<file path="src/rtl/core/bmc_pkg.sv">
// Shared types, constants and helpers for the bracket match checker.
// No dependencies; used by bmc_stack_cell and bracket_match_checker_core.
package bmc_pkg;

   localparam int STACK_DEPTH_DEF = 128;

   localparam int SYMBOL_W = 8;
   localparam int STATUS_W = 3;
   localparam int POINTS_W = 16;
   localparam int TOTAL_W  = 32;
   localparam int KIND_W   = 2;
   localparam int CSR_IDX_W = 2;
   localparam int NUM_KINDS = 4;

   // status codes
   localparam logic [STATUS_W-1:0] ST_OK        = 3'd0;
   localparam logic [STATUS_W-1:0] ST_MISMATCH  = 3'd1;
   localparam logic [STATUS_W-1:0] ST_UNMATCHED = 3'd2;
   localparam logic [STATUS_W-1:0] ST_STOPPED   = 3'd3;
   localparam logic [STATUS_W-1:0] ST_OVERFLOW  = 3'd4;

   // register indexes
   localparam logic [CSR_IDX_W-1:0] CSR_PAREN  = 2'd0;
   localparam logic [CSR_IDX_W-1:0] CSR_SQUARE = 2'd1;
   localparam logic [CSR_IDX_W-1:0] CSR_CURLY  = 2'd2;
   localparam logic [CSR_IDX_W-1:0] CSR_ANGLE  = 2'd3;

   // bracket kinds
   localparam logic [KIND_W-1:0] KIND_PAREN  = 2'd0;
   localparam logic [KIND_W-1:0] KIND_SQUARE = 2'd1;
   localparam logic [KIND_W-1:0] KIND_CURLY  = 2'd2;
   localparam logic [KIND_W-1:0] KIND_ANGLE  = 2'd3;

   localparam logic [POINTS_W-1:0] PAREN_POINTS_RST  = 16'd3;
   localparam logic [POINTS_W-1:0] SQUARE_POINTS_RST = 16'd57;
   localparam logic [POINTS_W-1:0] CURLY_POINTS_RST  = 16'd1197;
   localparam logic [POINTS_W-1:0] ANGLE_POINTS_RST  = 16'd25137;

   typedef struct packed {
      logic              is_open;
      logic              is_close;
      logic [KIND_W-1:0] kind;
   } sym_class_type;

   // shift command broadcast along the cell row
   typedef struct packed {
      logic push;
      logic pop;
   } stk_ctrl_type;

   typedef struct packed {
      logic [STATUS_W-1:0] status;
      logic [POINTS_W-1:0] points;
      logic [TOTAL_W-1:0]  total;
   } rsp_type;

   function automatic sym_class_type classify(input logic [SYMBOL_W-1:0] sym);
      sym_class_type c;
      c = '{is_open: 1'b0, is_close: 1'b0, kind: KIND_PAREN};
      case (sym)
         8'h28: c = '{is_open: 1'b1, is_close: 1'b0, kind: KIND_PAREN};
         8'h5B: c = '{is_open: 1'b1, is_close: 1'b0, kind: KIND_SQUARE};
         8'h7B: c = '{is_open: 1'b1, is_close: 1'b0, kind: KIND_CURLY};
         8'h3C: c = '{is_open: 1'b1, is_close: 1'b0, kind: KIND_ANGLE};
         8'h29: c = '{is_open: 1'b0, is_close: 1'b1, kind: KIND_PAREN};
         8'h5D: c = '{is_open: 1'b0, is_close: 1'b1, kind: KIND_SQUARE};
         8'h7D: c = '{is_open: 1'b0, is_close: 1'b1, kind: KIND_CURLY};
         8'h3E: c = '{is_open: 1'b0, is_close: 1'b1, kind: KIND_ANGLE};
         default: c = '{is_open: 1'b0, is_close: 1'b0, kind: KIND_PAREN};
      endcase
      return c;
   endfunction

endpackage

</file>
<file path="src/rtl/core/bmc_stack_cell.sv">
// One entry of the shifting bracket stack: holds a 2-bit opener kind.
// Depends on bmc_pkg for the kind width and the shift command type.
module bmc_stack_cell (
   input  logic                          clock,
   input  bmc_pkg::stk_ctrl_type         ctrl,
   input  logic [bmc_pkg::KIND_W-1:0]    from_above,
   input  logic [bmc_pkg::KIND_W-1:0]    from_below,
   output logic [bmc_pkg::KIND_W-1:0]    kind
);

   logic [bmc_pkg::KIND_W-1:0] kind_ff;
   logic [bmc_pkg::KIND_W-1:0] kind_in;

   // push: take the neighbor above; pop: take the neighbor below; else hold
   always_comb begin
      kind_in = kind_ff;
      if (ctrl.push) begin
         kind_in = from_above;
      end else if (ctrl.pop) begin
         kind_in = from_below;
      end
   end

   always_ff @(posedge clock) begin
      kind_ff <= kind_in;
   end

   assign kind = kind_ff;

endmodule

</file>
<file path="src/rtl/core/bracket_match_checker_core.sv">
// Balanced-bracket checker for ( [ { < : one text byte per transaction in, one
// status transaction out for every byte, one transaction per clock cycle
// sustained while the receiver does not stall. The stack is a row of
// STACK_DEPTH shifting cells with the top of stack in cell 0, so each byte
// does its push or pop in the cycle it is accepted and the next byte may
// follow at once. Results pass through an output register backed by a
// one-entry skid buffer; req_stall rises only when both are full. The csr
// channel is always ready; write it only while no transaction is in flight.
// There is no clearing pass after reset. Depends on bmc_pkg and bmc_stack_cell.
module bracket_match_checker_core #(
   parameter int STACK_DEPTH = bmc_pkg::STACK_DEPTH_DEF
) (
   input  logic                              clock,
   input  logic                              reset,
   // input byte channel
   input  logic                              req_valid,
   output logic                              req_stall,
   input  logic [bmc_pkg::SYMBOL_W-1:0]      req_symbol,
   input  logic                              req_line_end,
   // result channel
   output logic                              rsp_valid,
   input  logic                              rsp_stall,
   output logic [bmc_pkg::STATUS_W-1:0]      rsp_status,
   output logic [bmc_pkg::POINTS_W-1:0]      rsp_points,
   output logic [bmc_pkg::TOTAL_W-1:0]       rsp_total_score,
   // register write channel
   input  logic                              csr_valid,
   output logic                              csr_ready,
   input  logic [bmc_pkg::CSR_IDX_W-1:0]     csr_index,
   input  logic [bmc_pkg::POINTS_W-1:0]      csr_wdata
);

   localparam int CNT_W = $clog2(STACK_DEPTH + 1);
   localparam logic [CNT_W-1:0] CNT_FULL = CNT_W'(STACK_DEPTH);

   // ------------------------------------------------------------------
   // Points registers, one per bracket kind
   // ------------------------------------------------------------------
   logic [bmc_pkg::POINTS_W-1:0] points_ff [bmc_pkg::NUM_KINDS];

   assign csr_ready = 1'b1;

   always_ff @(posedge clock) begin
      if (reset) begin
         points_ff[bmc_pkg::CSR_PAREN]  <= bmc_pkg::PAREN_POINTS_RST;
         points_ff[bmc_pkg::CSR_SQUARE] <= bmc_pkg::SQUARE_POINTS_RST;
         points_ff[bmc_pkg::CSR_CURLY]  <= bmc_pkg::CURLY_POINTS_RST;
         points_ff[bmc_pkg::CSR_ANGLE]  <= bmc_pkg::ANGLE_POINTS_RST;
      end else if (csr_valid && csr_ready) begin
         points_ff[csr_index] <= csr_wdata;
      end
   end

   // ------------------------------------------------------------------
   // Line state
   // ------------------------------------------------------------------
   logic [CNT_W-1:0]             count_ff, count_in;
   logic                         stopped_ff, stopped_in;
   logic [bmc_pkg::TOTAL_W-1:0]  score_ff, score_in;

   logic                         accept;
   bmc_pkg::sym_class_type       cls;
   bmc_pkg::stk_ctrl_type        stk_ctrl;
   logic [bmc_pkg::KIND_W-1:0]   top_kind;
   bmc_pkg::rsp_type             result;
   logic [bmc_pkg::POINTS_W-1:0] kind_points;
   logic [bmc_pkg::TOTAL_W:0]    sum_wide;

   assign accept      = req_valid && !req_stall;
   assign cls         = bmc_pkg::classify(req_symbol);
   assign kind_points = points_ff[cls.kind];
   assign sum_wide    = {1'b0, score_ff} + {{(bmc_pkg::TOTAL_W + 1 - bmc_pkg::POINTS_W){1'b0}},
                                            kind_points};

   always_comb begin
      count_in      = count_ff;
      stopped_in    = stopped_ff;
      score_in      = score_ff;
      stk_ctrl      = '{push: 1'b0, pop: 1'b0};
      result.status = bmc_pkg::ST_OK;
      result.points = '0;
      if (accept) begin
         if (stopped_ff) begin
            // drop the rest of a stopped line
            result.status = bmc_pkg::ST_STOPPED;
         end else if (cls.is_open) begin
            if (count_ff == CNT_FULL) begin
               result.status = bmc_pkg::ST_OVERFLOW;
               stopped_in    = 1'b1;
            end else begin
               stk_ctrl.push = 1'b1;
               count_in      = count_ff + CNT_W'(1);
            end
         end else if (cls.is_close) begin
            if (count_ff == '0) begin
               result.status = bmc_pkg::ST_UNMATCHED;
               stopped_in    = 1'b1;
            end else begin
               stk_ctrl.pop = 1'b1;
               count_in     = count_ff - CNT_W'(1);
               if (top_kind != cls.kind) begin
                  result.status = bmc_pkg::ST_MISMATCH;
                  result.points = kind_points;
                  stopped_in    = 1'b1;
                  // saturate at all ones
                  score_in = sum_wide[bmc_pkg::TOTAL_W] ? '1 : sum_wide[bmc_pkg::TOTAL_W-1:0];
               end
            end
         end
         if (req_line_end) begin
            count_in   = '0;
            stopped_in = 1'b0;
         end
      end
      result.total = score_in;
   end

   always_ff @(posedge clock) begin
      if (reset) begin
         count_ff   <= '0;
         stopped_ff <= 1'b0;
         score_ff   <= '0;
      end else begin
         count_ff   <= count_in;
         stopped_ff <= stopped_in;
         score_ff   <= score_in;
      end
   end

   // ------------------------------------------------------------------
   // Stack: row of shifting cells, cell 0 is the top of stack
   // ------------------------------------------------------------------
   logic [bmc_pkg::KIND_W-1:0] cell_kind [STACK_DEPTH];

   for (genvar i = 0; i < STACK_DEPTH; i++) begin : g_cell
      logic [bmc_pkg::KIND_W-1:0] above;
      logic [bmc_pkg::KIND_W-1:0] below;
      if (i == 0) begin : g_top
         assign above = cls.kind;
      end else begin : g_mid
         assign above = cell_kind[i-1];
      end
      if (i == STACK_DEPTH - 1) begin : g_bottom
         assign below = cell_kind[i];
      end else begin : g_up
         assign below = cell_kind[i+1];
      end
      bmc_stack_cell u_cell (
         .clock      (clock),
         .ctrl       (stk_ctrl),
         .from_above (above),
         .from_below (below),
         .kind       (cell_kind[i])
      );
   end

   assign top_kind = cell_kind[0];

   // ------------------------------------------------------------------
   // Output register with one-entry skid buffer
   // ------------------------------------------------------------------
   logic             out_valid_ff, out_valid_in;
   logic             skid_valid_ff, skid_valid_in;
   bmc_pkg::rsp_type out_ff, out_in;
   bmc_pkg::rsp_type skid_ff, skid_in;
   logic             out_free;

   assign req_stall = skid_valid_ff;
   assign out_free  = !out_valid_ff || !rsp_stall;

   always_comb begin
      out_valid_in  = out_valid_ff;
      skid_valid_in = skid_valid_ff;
      out_in        = out_ff;
      skid_in       = skid_ff;
      if (out_free) begin
         if (skid_valid_ff) begin
            // advance the parked transaction
            out_in        = skid_ff;
            out_valid_in  = 1'b1;
            skid_valid_in = 1'b0;
         end else begin
            out_in       = result;
            out_valid_in = accept;
         end
      end else if (accept) begin
         // hold the new result until the output drains
         skid_in       = result;
         skid_valid_in = 1'b1;
      end
   end

   always_ff @(posedge clock) begin
      if (reset) begin
         out_valid_ff  <= 1'b0;
         skid_valid_ff <= 1'b0;
      end else begin
         out_valid_ff  <= out_valid_in;
         skid_valid_ff <= skid_valid_in;
      end
   end

   always_ff @(posedge clock) begin
      out_ff  <= out_in;
      skid_ff <= skid_in;
   end

   assign rsp_valid       = out_valid_ff;
   assign rsp_status      = out_ff.status;
   assign rsp_points      = out_ff.points;
   assign rsp_total_score = out_ff.total;

endmodule

</file>
<file path="config.mk">
export PLATFORM = sky130hd
export DESIGN_NAME = bracket_match_checker_core
export DESIGN_NICKNAME = d
export VERILOG_FILES = /design/src/rtl/core/bmc_pkg.sv /design/src/rtl/core/bmc_stack_cell.sv /design/src/rtl/core/bracket_match_checker_core.sv
export SDC_FILE = /design/constraint.sdc
export NUM_CORES = 1
export LEC_CHECK = 0
export BUFFER_PORTS_ARGS = -buffer_cell sky130_fd_sc_hd__clkbuf_2
export CORE_UTILIZATION = 42
export CTS_BUF_LIST = sky130_fd_sc_hd__clkbuf_4
export DETAILED_ROUTE_END_ITERATION = 8
export PLACE_DENSITY = 0.61
export SLEW_MARGIN = 30
export SYNTH_ARGS = -nofsm -noshare
export SYNTH_HDL_FRONTEND = slang
export SYNTH_SLANG_ARGS = --single-unit
</file>
<file path="constraint.sdc">
create_clock -name clock -period 23.7 [get_ports clock]
set_input_delay 4.74 -clock clock [delete_from_list [all_inputs] [get_ports clock]]
set_output_delay 4.74 -clock clock [all_outputs]
set_load 0.05 [all_outputs]
</file>
* Word-level counts from Yosys, hierarchy flattened
Memory sizes are Yosys's and may differ from the RTL's.
Index checks and enable logic that the tools add are counted.
W data, S select, Z words.
** Cells by class
- Add/subtract/negate cells :: 3
- Equal/unequal tests :: 13
- Multiplexer cells :: 302
- Bitwise logic cells :: 1
- Reductions and logical operators :: 12
** Operators with widths (count)
- $mux W2 :: 258
- $mux W32 :: 7
- $mux W16 :: 4
- $mux W51 :: 1
- $mux W8 :: 6
- $mux W19 :: 2
- $add A32 B16 Y33 :: 1
- $eq A8 B6 Y1 const B :: 4
- $eq A8 B7 Y1 const B :: 4
- $pmux W4 S8 :: 1
- $mux W1 :: 19
- $mux W17 :: 1
- $reduce_or A16 Y1 :: 1
- $mux W3 :: 3
- $add A8 B1 Y8 const B :: 1
- $eq A8 B8 Y1 const B :: 1
- $logic_not A8 Y1 :: 1
- $sub A8 B1 Y8 const B :: 1
- $ne A3 B3 Y1 const B :: 2
- $reduce_and A5 Y1 :: 1
- $logic_not A1 Y1 :: 3
- $reduce_bool A3 Y1 :: 1
- $ne A2 B2 Y1 :: 1
- $ne A2 B2 Y1 const B :: 1
- 6 further kinds :: 6
** Storage, ports and cells
- Flip-flop bits (word level) :: 401
- Memory bits (writable) :: 64
- Output and inout port bits :: 54
- Word-level logic and storage cells :: 471
- Memories :: 1
** Memory list
- points_ff :: depth 4, width 16, read ports 1, clocked after memory_dff 0, wr ports 4, RTL line bracket_match_checker_core.sv:39 : logic [bmc_pkg::POINTS_W-1:0] points_ff [bmc_pkg::NUM_KINDS];

* Longest topological paths before layout
Gate-level depths: netlist of run 1.
An unclocked memory read counts as a cell.
- Word-level depth :: 12
- Gate-level depth with buffers :: 20
- Depth with buffers taken out :: 16

* Hierarchy
A second synthesis of run 1 with hierarchy kept.
** Second synthesis, totals
- Cell total of the unflattened synthesis :: 1462
- Area total of the unflattened synthesis :: 21443.1 µm²
** Modules (own cells, without submodules)
- bmc_stack_cell :: instances 128, cells each 5, area an instance 88.8 µm², seq. area each 60.1 µm²
- bracket_match_checker_core :: instances 1, cells each 822, area an instance 10072.2 µm², seq. area each 5845.6 µm²

* Worst setup path after synthesis of run 1
Ideal clock, no wire load.
- Kind :: input-to-reg
- Start :: in req_symbol[2] in the netlist's numbering
- End :: reg count_ff[6]
- Setup time :: 128 ps
- Data arrival time :: 13168 ps
- Required time :: 23572 ps
- Slack :: 10405 ps
- Cell stages on the path :: 8
- Path buffers :: 1
- Cell sequence :: buf_2 > or4b_1 > a2111o_1 > a21oi_4 > o21a_1 > a21oi_1 > a32oi_1 > nor2_1
** On the way
- Word-level cells in the longest chain between the ends :: 5
- Elaborated cells on any way between the ends :: 16
- Those cells by class :: 10 x eq/ne; 4 x mux; 2 x reduce/logical
** Ends and longest elaborated chain
- start: declaration :: RTL line bracket_match_checker_core.sv:18 : input logic [bmc_pkg::SYMBOL_W-1:0] req_symbol,
- $eq A8 B6 Y1 / $eq A8 B7 Y1 (equally long branches) :: RTL line bmc_pkg.sv:60 : case (sym)
- $pmux W4 S8 (*) :: RTL line bmc_pkg.sv:60
- $mux W8 :: RTL line bracket_match_checker_core.sv:86 : end else if (cls.is_open) begin
- $mux W8 :: RTL line bracket_match_checker_core.sv:83 : if (stopped_ff) begin
- $mux W8 :: RTL line bracket_match_checker_core.sv:110 : if (req_line_end) begin
- end signal: assignment :: RTL line bracket_match_checker_core.sv:124 : count_ff <= count_in;
- end: declaration :: RTL line bracket_match_checker_core.sv:57 : logic [CNT_W-1:0] count_ff, count_in;
Every way passes the cells marked *; elsewhere a longest branch is shown, timed or not. The select of a mux whose other input is x is not followed.
A chain may end at the register's enable or synchronous reset.

* Worst setup path after layout of run 1
- Start :: in req_symbol[2] in the netlist's numbering
- End :: reg out_ff (netlist bit rsp_total_score[30]), data pin
** On the way
- Word-level cells in the longest chain between the ends :: 12
- Elaborated cells on any way between the ends :: 20
- Those cells by class :: 1 x add/sub; 9 x eq/ne; 9 x mux; 1 x memory
** Ends and longest elaborated chain
- $eq A8 B6 Y1 / $eq A8 B7 Y1 (equally long branches) :: RTL line bmc_pkg.sv:60
- $pmux W4 S8 (*) :: RTL line bmc_pkg.sv:60
- $mem_v2 Z4 W16
- $add A32 B16 Y33 :: RTL line bracket_match_checker_core.sv:72 : assign sum_wide = {1'b0, score_ff} + {{(bmc_pkg::TOTAL_W + 1 - bmc_pkg::POINTS_W){1'b0}},
- $mux W32 :: RTL line bracket_match_checker_core.sv:106 : score_in = sum_wide[bmc_pkg::TOTAL_W] ? '1 : sum_wide[bmc_pkg::TOTAL_W-1:0];
- $mux W32 :: RTL line bracket_match_checker_core.sv:101 : if (top_kind != cls.kind) begin
- $mux W32 :: RTL line bracket_match_checker_core.sv:95 : if (count_ff == '0) begin
- $mux W32 :: RTL line bracket_match_checker_core.sv:94 : end else if (cls.is_close) begin
- $mux W32 (*) :: RTL line bracket_match_checker_core.sv:86
- $mux W32 (*) :: RTL line bracket_match_checker_core.sv:83
- $mux W32 (*) :: RTL line bracket_match_checker_core.sv:82 : if (accept) begin
- $mux W51 (*) :: RTL line bracket_match_checker_core.sv:177 : if (skid_valid_ff) begin
- end signal: assignment :: RTL line bracket_match_checker_core.sv:204 : out_ff <= out_in;
- end: declaration :: RTL line bracket_match_checker_core.sv:164 : bmc_pkg::rsp_type out_ff, out_in;
Every way passes the cells marked *; elsewhere a longest branch is shown, timed or not.

==> results of run 1 <==
## per-layer routing
layer / global-route usage / vias to the layer above / wire length, µm / part of all wire
met1: 0.227 / 6744 / 19600 / 0.47
met5: 0 / - / 13 / 0.00031
met3: 0.0403 / 69 / 2070 / 0.049
met2: 0.260 / 312 / 19300 / 0.46
met4: 0.0698 / 2 / 909 / 0.022
li1: - / 7066 / - / -
## state kept, by name (all words and copies together) (netlist names)
| register | flops |
|---|---|
| points_ff | 64 |
| skid_ff | 51 |
| rsp_points | 16 |
| rsp_status | 3 |
| rsp_valid | 1 |
| rsp_total_score | 32 |
| req_stall | 1 |
| count_ff | 8 |
| g_cell.u_cell.kind | 256 |
| score_ff | 32 |
| stopped_ff | 1 |
## how the worst min path moves through the flow
stage | start | end | slack (ns) | depth (start not counted)
after floorplan | g_cell[126].u_cell.kind[0]$_DFFE_PP_ | g_cell[127].u_cell.kind[0]$_DFFE_PP_ | 0.43 | 0
after global placement | g_cell[126].u_cell.kind[0]$_DFFE_PP_ | g_cell[127].u_cell.kind[0]$_DFFE_PP_ | 0.44 | 0
after detailed placement | g_cell[126].u_cell.kind[0]$_DFFE_PP_ | g_cell[127].u_cell.kind[0]$_DFFE_PP_ | 0.44 | 0
after CTS | g_cell[126].u_cell.kind[1]$_DFFE_PP_ | g_cell[127].u_cell.kind[1]$_DFFE_PP_ | 0.47 | 0
after global routing | g_cell[126].u_cell.kind[0]$_DFFE_PP_ | g_cell[127].u_cell.kind[0]$_DFFE_PP_ | 0.47 | 0
final | g_cell[126].u_cell.kind[0]$_DFFE_PP_ | g_cell[127].u_cell.kind[0]$_DFFE_PP_ | 0.47 | 0
## stage by stage
stage	instances	hold slack, ns	utilization
after floorplan	1974	0.426	-
after detailed placement	2641	0.440	0.450
after CTS	2856	0.472	0.481
final	2861	0.473	0.482
after global placement	2639	0.443	0.449
after global routing	2861	0.471	0.482
## cell usage in the layout (no fill, tap or decap), types with 4 or more instances in the layout
cell type / synthesis / routed
sky130_fd_sc_hd__nand2_1: 808 / 807
sky130_fd_sc_hd__edfxtp_1: 422 / 422
sky130_fd_sc_hd__clkbuf_4: 0 / 188
sky130_fd_sc_hd__clkbuf_2: 1 / 84
sky130_fd_sc_hd__nor2_1: 79 / 78
sky130_fd_sc_hd__inv_1: 61 / 61
sky130_fd_sc_hd__and2_1: 49 / 49
sky130_fd_sc_hd__dfxtp_1: 43 / 42
sky130_fd_sc_hd__o21ai_0: 37 / 37
sky130_fd_sc_hd__nand2b_1: 36 / 36
sky130_fd_sc_hd__mux2i_1: 35 / 35
sky130_fd_sc_hd__a21oi_1: 28 / 28
sky130_fd_sc_hd__a21o_1: 25 / 25
sky130_fd_sc_hd__ha_1: 22 / 22
sky130_fd_sc_hd__clkinv_1: 0 / 21
sky130_fd_sc_hd__xnor2_1: 20 / 20
sky130_fd_sc_hd__mux2_2: 20 / 20
sky130_fd_sc_hd__o31ai_1: 18 / 18
sky130_fd_sc_hd__nand3_1: 17 / 16
sky130_fd_sc_hd__buf_4: 1 / 15
sky130_fd_sc_hd__nand4_1: 9 / 9
sky130_fd_sc_hd__nor3_1: 10 / 9
sky130_fd_sc_hd__nor4_1: 8 / 8
sky130_fd_sc_hd__a211oi_1: 9 / 8
sky130_fd_sc_hd__a31oi_1: 8 / 8
sky130_fd_sc_hd__or3_1: 7 / 7
sky130_fd_sc_hd__nor2b_1: 7 / 7
sky130_fd_sc_hd__o211ai_1: 6 / 6
sky130_fd_sc_hd__or2_2: 6 / 6
sky130_fd_sc_hd__a22oi_1: 6 / 6
sky130_fd_sc_hd__diode_2: 0 / 5
sky130_fd_sc_hd__nand3b_1: 4 / 4
sky130_fd_sc_hd__nor3b_1: 4 / 4
sky130_fd_sc_hd__o21a_1: 5 / 4
## cells by family after synthesis
logic type / after synthesis
buffers and inverters: 163
adder cells (fa/ha/maj): 24
XOR/XNOR: 23
other: 1
AO/OA/AOI/OAI: 182
AND/OR/NAND/NOR: 1061
multiplexers: 55
flip-flops: 465
## power by group through the flow
stage          Sequential [W]  Combinational [W]  Clock [W]
3_5_place_dp         0.000927          0.0000715          0
3_3_place_gp         0.000926          0.0000702          0
2_1_floorplan        0.000942          0.0000334          0
5_1_grt              0.000910          0.0000766   0.000756
6_report             0.000909          0.0000707   0.000689
4_1_cts              0.000909          0.0000718   0.000716
## final cells by class
cell class / instances / area (µm²) / area share
diodes: 5 / 12.5 / 0.000530
multi-input cells: 1346 / 6870 / 0.291
flip-flops and latches: 465 / 13500 / 0.573
well taps: 664 / 831 / 0.0352
inverters: 62 / 240 / 0.0102
clock inverters: 27 / 136 / 0.00577
clock buffers: 188 / 1410 / 0.0597
repair buffers: 104 / 592 / 0.0251
==> Implementation_results.wiki, run 1 <==
{| class="wikitable"
! Metric !! Value
|-
| Total routing resource utilization after global routing || 0.168
|-
| Internal reg-to-reg setup slack || about 20 ns
|-
| Share of final-layout standard cells stronger than drive strength 1 || 0.156
|-
| CTS buffer count || between 100 and 150
|-
| Area fraction in and, or, nand and nor cells after synthesis || 0.211
|-
| Largest stage delay on the critical path || about 0.76 ns
|-
| Row cnt || between 80 and 90
|-
| CP Launch Point || req_symbol[2]
|-
| Number of instances in the synthesized netlist || slightly below 2000
|-
| Total standard cell area after synthesis || between 0.02 and 0.025 mm²
|-
| Resized cells post-CTS || 0
|-
| Global-route wire length before repair || approximately 69 mm
|-
| Total negative setup slack || 0 ns
|-
| Worst slack at placement || between 10 and 15 ns
|-
| Width of the die || approximately 230 µm
|-
| Total of hold buffers inserted after clock tree synthesis || 0
|-
| Fin Clk Skew || 0.0412 ns
|-
| Worst setup EP type || flip-flop
|-
| Timing endpoint of the critical path || rsp_total_score[30]$_DFFE_PP_
|-
| Clock tree from TritonCTS || built
|-
| Mean Syn Cell Area || 10.6 µm²
|-
| Portion of netlist area occupied by mux cells || 0.0274
|-
| Worst path required time || around 24 ns
|-
| Top-Level Pins || between 80 and 90
|-
| Fraction of registers with async set/reset || 0
|-
| Reg clk slew, reported paths || around 0.070 ns
|-
| Rel. slew slack || 0.348
|-
| Detailed-route wire length per cell || around 15 µm
|-
| Remaining antenna violation count after routing || 0
|-
| Class of the most critical hold timing path || reg -> reg
|-
| # Post-CTS Setup Buffers || 0
|-
| Post-synth cell types || 70
|-
| Switching part of the total || 0.226
|-
| Placer's final routability congestion estimate || around 0.86
|-
| Synthesized-area fraction occupied by xor and xnor cells || 0.00961
|-
| Initial antenna violation count || 3
|-
| Layout overhead on the synthesized area || 12.6%
|-
| Remaining routing DRC violations || 0
|-
| Post-Synthesis Net Count || 2030
|-
| Die Outline Area || a little over 0.05 mm²
|-
| Worst IR drop on VDD || 0.0000417 V
|-
| Half-perimeter wire length after detailed placement || roughly 25 mm
|-
| Comb power frac || 0.042
|-
| Worst-case setup margin in the final layout || between 10 and 15 ns
|-
| Effective utilization at floorplan || 0.428
|-
| Largest driver fanout on the critical path || 33
|-
| # nets final || ~2200
|-
| Via density per instance || a little under 5
|-
| Maximum achievable frequency || between 100 and 150 MHz
|-
| Max Slew Vio Count || 0
|-
| Net switching power figure || between 0.0003 and 0.0004 W
|-
| Most common library cells after synthesis || sky130_fd_sc_hd__nand2_1 (808), sky130_fd_sc_hd__edfxtp_1 (422), sky130_fd_sc_hd__clkbuf_1 (93)
|-
| Depth of the critical timing path with buffers and inverters included || 18
|-
| Share of the synthesized area in the top cell type || 0.604
|-
| Final design instance area without fill || roughly 0.024 mm²
|-
| Final Hold Violating Endpoints || 0
|-
| Source-to-sink clock delay at the later pin of the worst-skew pair || between 0.8 and 0.9 ns
|-
| Cell internal power dissipation || between 0.001 and 0.0015 W
|-
| Slowest stage cell, crit path || sky130_fd_sc_hd__nor4bb_1
|-
| Htree depth || 3
|-
| Post-route minimum period || between 8 and 9 ns
|-
| Transition time of the tightest slew-check pin || 0.977 ns
|-
| Number of flops mapped to enable cells by yosys || approximately 420
|-
| Area contributors post-synth || sky130_fd_sc_hd__edfxtp_1 (60%), sky130_fd_sc_hd__nand2_1 (14%), sky130_fd_sc_hd__dfxtp_1 (4.1%)
|-
| Cell count of the worst reg-to-reg path || 14
|-
| Area after DPL || 0.0221 mm²
|-
| Vias in the first global route || around 14000
|-
| Pin count of the biggest net entering global routing || roughly 140
|-
| Signal arrival time at the worst endpoint || 9.57 ns
|-
| Cell family with the largest share of critical-path delay || compound AO/OA/AOI/OAI gates
|-
| Port buffer count || between 80 and 90
|-
| Overflow left after global routing || 0
|-
| Arithmetic-cell share of the synthesized area counting full adders, half adders and majority gates || 0.0150
|-
| Clock Path Buffers || 3
|-
| Clock sink count || 465
|-
| Die span in y || ~230 µm
|-
| Area of the placeable core || 0.0491 mm²
|-
| Layout filler cell count || about 4600
|-
| Pwr per Cell Area || roughly 71 mW/mm²
|-
| Vias || ~14000
|-
| Cell taking the most area after synthesis || sky130_fd_sc_hd__edfxtp_1
|-
| Share of total power in sequential cells || 0.545
|-
| Crit path launch type || input pin
|-
| Root buffer cell || sky130_fd_sc_hd__clkbuf_4
|-
| Critical path buffers and inverters || 5
|-
| Kind of critical path || in -> reg
|-
| Post-synthesis sequential element count || around 470
|-
| Routed wire length || 41.9 mm
|-
| Crit share post-route || 0.376
|-
| Total design power || around 0.0017 W
|-
| Seq/Total Area, Yosys || 0.645
|-
| Worst R2R End || rsp_total_score[30]$_DFFE_PP_
|-
| Outcome || completed
|-
| Reported max-cap violation count || 0
|-
| Final setup fails || 0
|-
| Number of DRC markers in iteration 0 || between 1000 and 1500
|-
| Cell chain of the critical path || clkbuf_2, nor4bb_1, a21boi_4, buf_4, mux2i_1, mux2_2, inv_1, ha_1, inv_1, fa_1, nor2b_1, o2111ai_1, a21oi_1, o21ai_0, buf_4, a211o_1, and4_1, o31ai_2
|-
| LEAKAGE || 10.1 nW
|-
| Prevailing post-synth register cell || sky130_fd_sc_hd__edfxtp_1
|-
| Post-synthesis compound-gate area fraction || 0.0613
|-
| Number of synthesis warnings || 0
|-
| Largest family of logic cells by synthesized area || simple AND/OR/NAND/NOR gates
|-
| Iteration count of the initial detailed-routing pass || 5
|-
| Clock power frac || 0.413
|-
| Most instantiated library cell after synthesis || sky130_fd_sc_hd__nand2_1
|-
| Setup repair after global routing missed its margin || no
|-
| Reg2reg start || points_ff[3][0]$_DFFE_PP_
|}
(Power assumes the default switching activity.)
==> inputs of run 2 (changes only) <==
--- a/config.mk
+++ b/config.mk
@@ -5,6 +5,7 @@
 export SDC_FILE = /design/constraint.sdc
 export NUM_CORES = 1
 export LEC_CHECK = 0
+export ABC_AREA = 1
 export BUFFER_PORTS_ARGS = -buffer_cell sky130_fd_sc_hd__clkbuf_2
 export CORE_UTILIZATION = 42
 export CTS_BUF_LIST = sky130_fd_sc_hd__clkbuf_4
==> constraint.sdc (replaced) <==
create_clock -name clock -period 8.8 [get_ports clock]
set_input_delay 1.76 -clock clock [delete_from_list [all_inputs] [get_ports clock]]
set_output_delay 1.76 -clock clock [all_outputs]
set_load 0.05 [all_outputs]
==> Implementation_results.wiki, run 2 <==
{| class="wikitable"
! Metric !! Value
|-
| Area contributors post-synth || sky130_fd_sc_hd__edfxtp_1 (59%), sky130_fd_sc_hd__nand2_1 (16%), sky130_fd_sc_hd__dfxtp_1 (4.0%)
|-
| Vias in the first global route || 14800 (+6.9%)
|-
| Clock Path Buffers || 3 (unchanged)
|-
| Number of instances in the synthesized netlist || 2243 (+14%)
|-
| Class of the most critical hold timing path || reg -> reg
|-
| Via density per instance || 4.84 (-2.4%)
|-
| Layout overhead on the synthesized area || 11.8%
|-
| Maximum achievable frequency || about 190 MHz
|-
| Layout filler cell count || 4841 (+5.1%)
|-
| Number of flops mapped to enable cells by yosys || 422 (unchanged)
|-
| Net switching power figure || 0.00107 W (+180%)
|-
| Worst IR drop on VDD || 0.000112 V (+170%)
|-
| Effective utilization at floorplan || 0.426 (-0.00190)
|-
| Die span in y || 227 µm (+0.80%)
|-
| Final setup fails || 0 (unchanged)
|-
| Worst-case setup margin in the final layout || 3.59 ns (-11.21 ns)
|-
| Crit path launch type || input pin
|-
| Die Outline Area || 0.0516 mm² (+1.6%)
|-
| Number of DRC markers in iteration 0 || 979 (-13%)
|-
| Fraction of registers with async set/reset || 0 (unchanged)
|-
| Clock tree from TritonCTS || built
|-
| Leading cell types in the layout, fill and taps excluded || sky130_fd_sc_hd__nand2_1 (887), sky130_fd_sc_hd__edfxtp_1 (422), sky130_fd_sc_hd__inv_1 (209)
|-
| Register cell area after layout || 0.0135 mm² (unchanged)
|-
| Resized cells post-CTS || 0 (unchanged)
|-
| Cell taking the most area after synthesis || sky130_fd_sc_hd__edfxtp_1
|-
| Root buffer cell || sky130_fd_sc_hd__clkbuf_4
|-
| Area of the placeable core || 0.0501 mm² (+2.1%)
|-
| Clock power frac || 0.413 (about the same)
|-
| Kind of critical path || in -> reg
|-
| Worst path required time || 9.53 ns (-14.83 ns)
|-
| Transition time of the tightest slew-check pin || 0.951 ns (-0.0264 ns)
|-
| Cell internal power dissipation || 0.00345 W (+170%)
|-
| # Post-CTS Setup Buffers || 0 (unchanged)
|-
| Most instantiated library cell after synthesis || sky130_fd_sc_hd__nand2_1
|-
| Most common library cells after synthesis || sky130_fd_sc_hd__nand2_1 (889), sky130_fd_sc_hd__edfxtp_1 (422), sky130_fd_sc_hd__inv_1 (210)
|-
| Most frequent standard cell in the layout excluding fill and tap cells || sky130_fd_sc_hd__nand2_1
|-
| Total standard cell area after synthesis || 0.0213 mm² (+1.6%)
|-
| Clock sink count || 465 (unchanged)
|-
| Vias || 15100 (+6.7%)
|-
| Half-perimeter wire length after detailed placement || 28.4 mm (+12%)
|-
| Post-synth cell types || 43 (-39%)
|-
| Max Slew Vio Count || 0 (unchanged)
|-
| Initial antenna violation count || 1 (-2)
|-
| Top-Level Pins || 86 (unchanged)
|-
| Remaining routing DRC violations || 0 (unchanged)
|-
| Width of the die || 227 µm (+0.80%)
|-
| Total negative setup slack || 0 ns (unchanged)
|-
| Number of synthesis warnings || 0 (unchanged)
|-
| Fin Clk Skew || 0.0639 ns (+0.0228 ns)
|-
| Area of combinational cells with multiple inputs || 0.00655 mm² (-4.6%)
|-
| Reg clk slew, reported paths || 0.07 ns (about the same)
|-
| Pin count of the biggest net entering global routing || 170 (+21%)
|-
| Post-synthesis sequential element count || 465 (unchanged)
|-
| Overflow left after global routing || 0 (unchanged)
|-
| Largest driver fanout on the critical path || 34 (+3.0%)
|-
| Source-to-sink clock delay at the later pin of the worst-skew pair || 0.90 ns (+0.04 ns)
|-
| Final Hold Violating Endpoints || 0 (unchanged)
|-
| Share of the synthesized area in the top cell type || 0.595 (-0.00961)
|-
| Worst slack at placement || 2.67 ns (-11.34 ns)
|-
| Placer's final routability congestion estimate || 0.921 (+7.3%)
|-
| Flip-flop count of the largest register after layout || 256 (unchanged)
|-
| Switching part of the total || 0.237 (+0.0108)
|-
| Mean Syn Cell Area || 9.50 µm² (-11%)
|-
| Share of total power in sequential cells || 0.542 (-0.003)
|-
| Share of final-layout standard cells stronger than drive strength 1 || 0.139 (-0.0171)
|-
| Routed wire length || 45.2 mm (+7.8%)
|-
| Rel. slew slack || 0.366 (+0.0176)
|-
| Iteration count of the initial detailed-routing pass || 5 (unchanged)
|-
| Seq/Total Area, Yosys || 0.635 (-0.0103)
|-
| Setup repair after global routing missed its margin || no
|-
| Detailed-route wire length per cell || 14.4 µm (-1.3%)
|-
| Total routing resource utilization after global routing || 0.178 (+0.00956)
|-
| Post-Synthesis Net Count || 2299 (+13%)
|-
| # nets final || 2420 (+12%)
|-
| LEAKAGE || 10.2 nW (+1.4%)
|-
| Comb power frac || 0.045 (+0.003)
|-
| Port buffer count || 84 (unchanged)
|-
| Row cnt || 82 (+1.2%)
|-
| Reported max-cap violation count || 0 (unchanged)
|-
| Signal arrival time at the worst endpoint || 5.94 ns (-3.63 ns)
|-
| Prevailing post-synth register cell || sky130_fd_sc_hd__edfxtp_1
|-
| Crit share post-route || 0.592
|-
| Global-route wire length before repair || 73.4 mm (+6.5%)
|-
| CTS buffer count || 120 (unchanged)
|-
| Post-Route Hold Slack || 0.451 ns (-0.0221 ns)
|-
| Worst setup EP type || flip-flop
|-
| Pwr per Cell Area || 190 mW/mm² (+170%)
|-
| Outcome || completed
|-
| Post-route minimum period || 5.21 ns
|-
| Total of hold buffers inserted after clock tree synthesis || 0 (unchanged)
|-
| Remaining antenna violation count after routing || 0 (unchanged)
|-
| Htree depth || 3 (unchanged)
|}
[run 2: kinds of logic after synthesis]
family                   after synthesis  synth area share
XOR/XNOR                              17           0.00699
buffers and inverters                315            0.0601
adder cells (fa/ha/maj)               24            0.0148
AND/OR/NAND/NOR                     1170             0.222
AO/OA/AOI/OAI                        251            0.0611
flip-flops                           465             0.635
other                                  1          0.000176
[run 2: layout make-up]
class | instances | share of cell area
Multi-Input combinational cell | 1463 | 0.275
Tap cell | 672 | 0.0353
Clock inverter | 25 | 0.00593
Sequential cell | 465 | 0.568
Clock buffer | 187 | 0.0589
Antenna cell | 1 | 0.000105
Timing Repair Buffer | 94 | 0.0222
Inverter | 220 | 0.0349
[run 2: worst paths after layout]
check / start / to / slack, ns / cells past startpoint
setup / recovery: req_symbol[0] / rsp_total_score[6]$_DFFE_PP_ / 3.59 / 27
hold / removal: g_cell[126].u_cell.kind[0]$_DFFE_PP_ / g_cell[127].u_cell.kind[0]$_DFFE_PP_ / 0.45 / 0
setup reg to reg: points_ff[1][8]$_SDFFCE_PN0P_ / rsp_total_score[6]$_DFFE_PP_ / 5.33 / 17
hold reg to reg: g_cell[126].u_cell.kind[0]$_DFFE_PP_ / g_cell[127].u_cell.kind[0]$_DFFE_PP_ / 0.45 / 0
[run 2: critical path: stages]
cell                       delay, ns
sky130_fd_sc_hd__clkbuf_2       0.13
sky130_fd_sc_hd__inv_1          0.07
sky130_fd_sc_hd__nand2_1        0.06
sky130_fd_sc_hd__nor2_1         0.04
sky130_fd_sc_hd__nand2_1        0.11
sky130_fd_sc_hd__nand2_2        0.13
sky130_fd_sc_hd__nor2_4         0.63
sky130_fd_sc_hd__nand2_1        0.11
sky130_fd_sc_hd__nand3_1        0.11
sky130_fd_sc_hd__o21ai_0        0.15
sky130_fd_sc_hd__inv_1          0.10
sky130_fd_sc_hd__ha_1           0.19
sky130_fd_sc_hd__inv_1          0.07
sky130_fd_sc_hd__fa_1           0.42
sky130_fd_sc_hd__inv_1          0.09
sky130_fd_sc_hd__nand3_1        0.06
sky130_fd_sc_hd__nand2_1        0.12
sky130_fd_sc_hd__nand3_1        0.09
sky130_fd_sc_hd__nand2_1        0.15
sky130_fd_sc_hd__nand2_1        0.09
sky130_fd_sc_hd__nand2_1        0.19
sky130_fd_sc_hd__nand4_1        0.44
sky130_fd_sc_hd__inv_1          0.25
sky130_fd_sc_hd__nor2_1         0.08
sky130_fd_sc_hd__nand2_1        0.08
sky130_fd_sc_hd__nand2_1        0.07
sky130_fd_sc_hd__o21ai_1        0.11
[run 2: routing by layer]
layer | global-route usage | up-vias | part of all wire
met1 | 0.231 | 7109 | 0.47
li1 | - | 7670 | -
met2 | 0.286 | 299 | 0.47
met5 | 0 | - | 0
met4 | 0.0842 | 0 | 0.026
met3 | 0.0359 | 70 | 0.041
[run 2: metrics by stage]
step / area (µm²) / utilization / power, W / cells
CTS: 23800 / 0.475 / 0.00460 / 3125
global placement: 22300 / 0.445 / 0.00270 / 2913
global route: 23800 / 0.476 / 0.00473 / 3127
finish: 23800 / 0.476 / 0.00452 / 3127
floorplan: 21300 / - / 0.00264 / 2243
detailed placement: 22300 / 0.445 / 0.00271 / 2913
[run 2: power by group through the flow]
stage	logic [W]	registers [W]	clock network [W]
finish	0.000205	0.00245	0.00187
global route	0.000225	0.00245	0.00205
global placement	0.000203	0.00250	0
detailed placement	0.000206	0.00250	0
floorplan	0.0000958	0.00254	0
CTS	0.000207	0.00245	0.00194
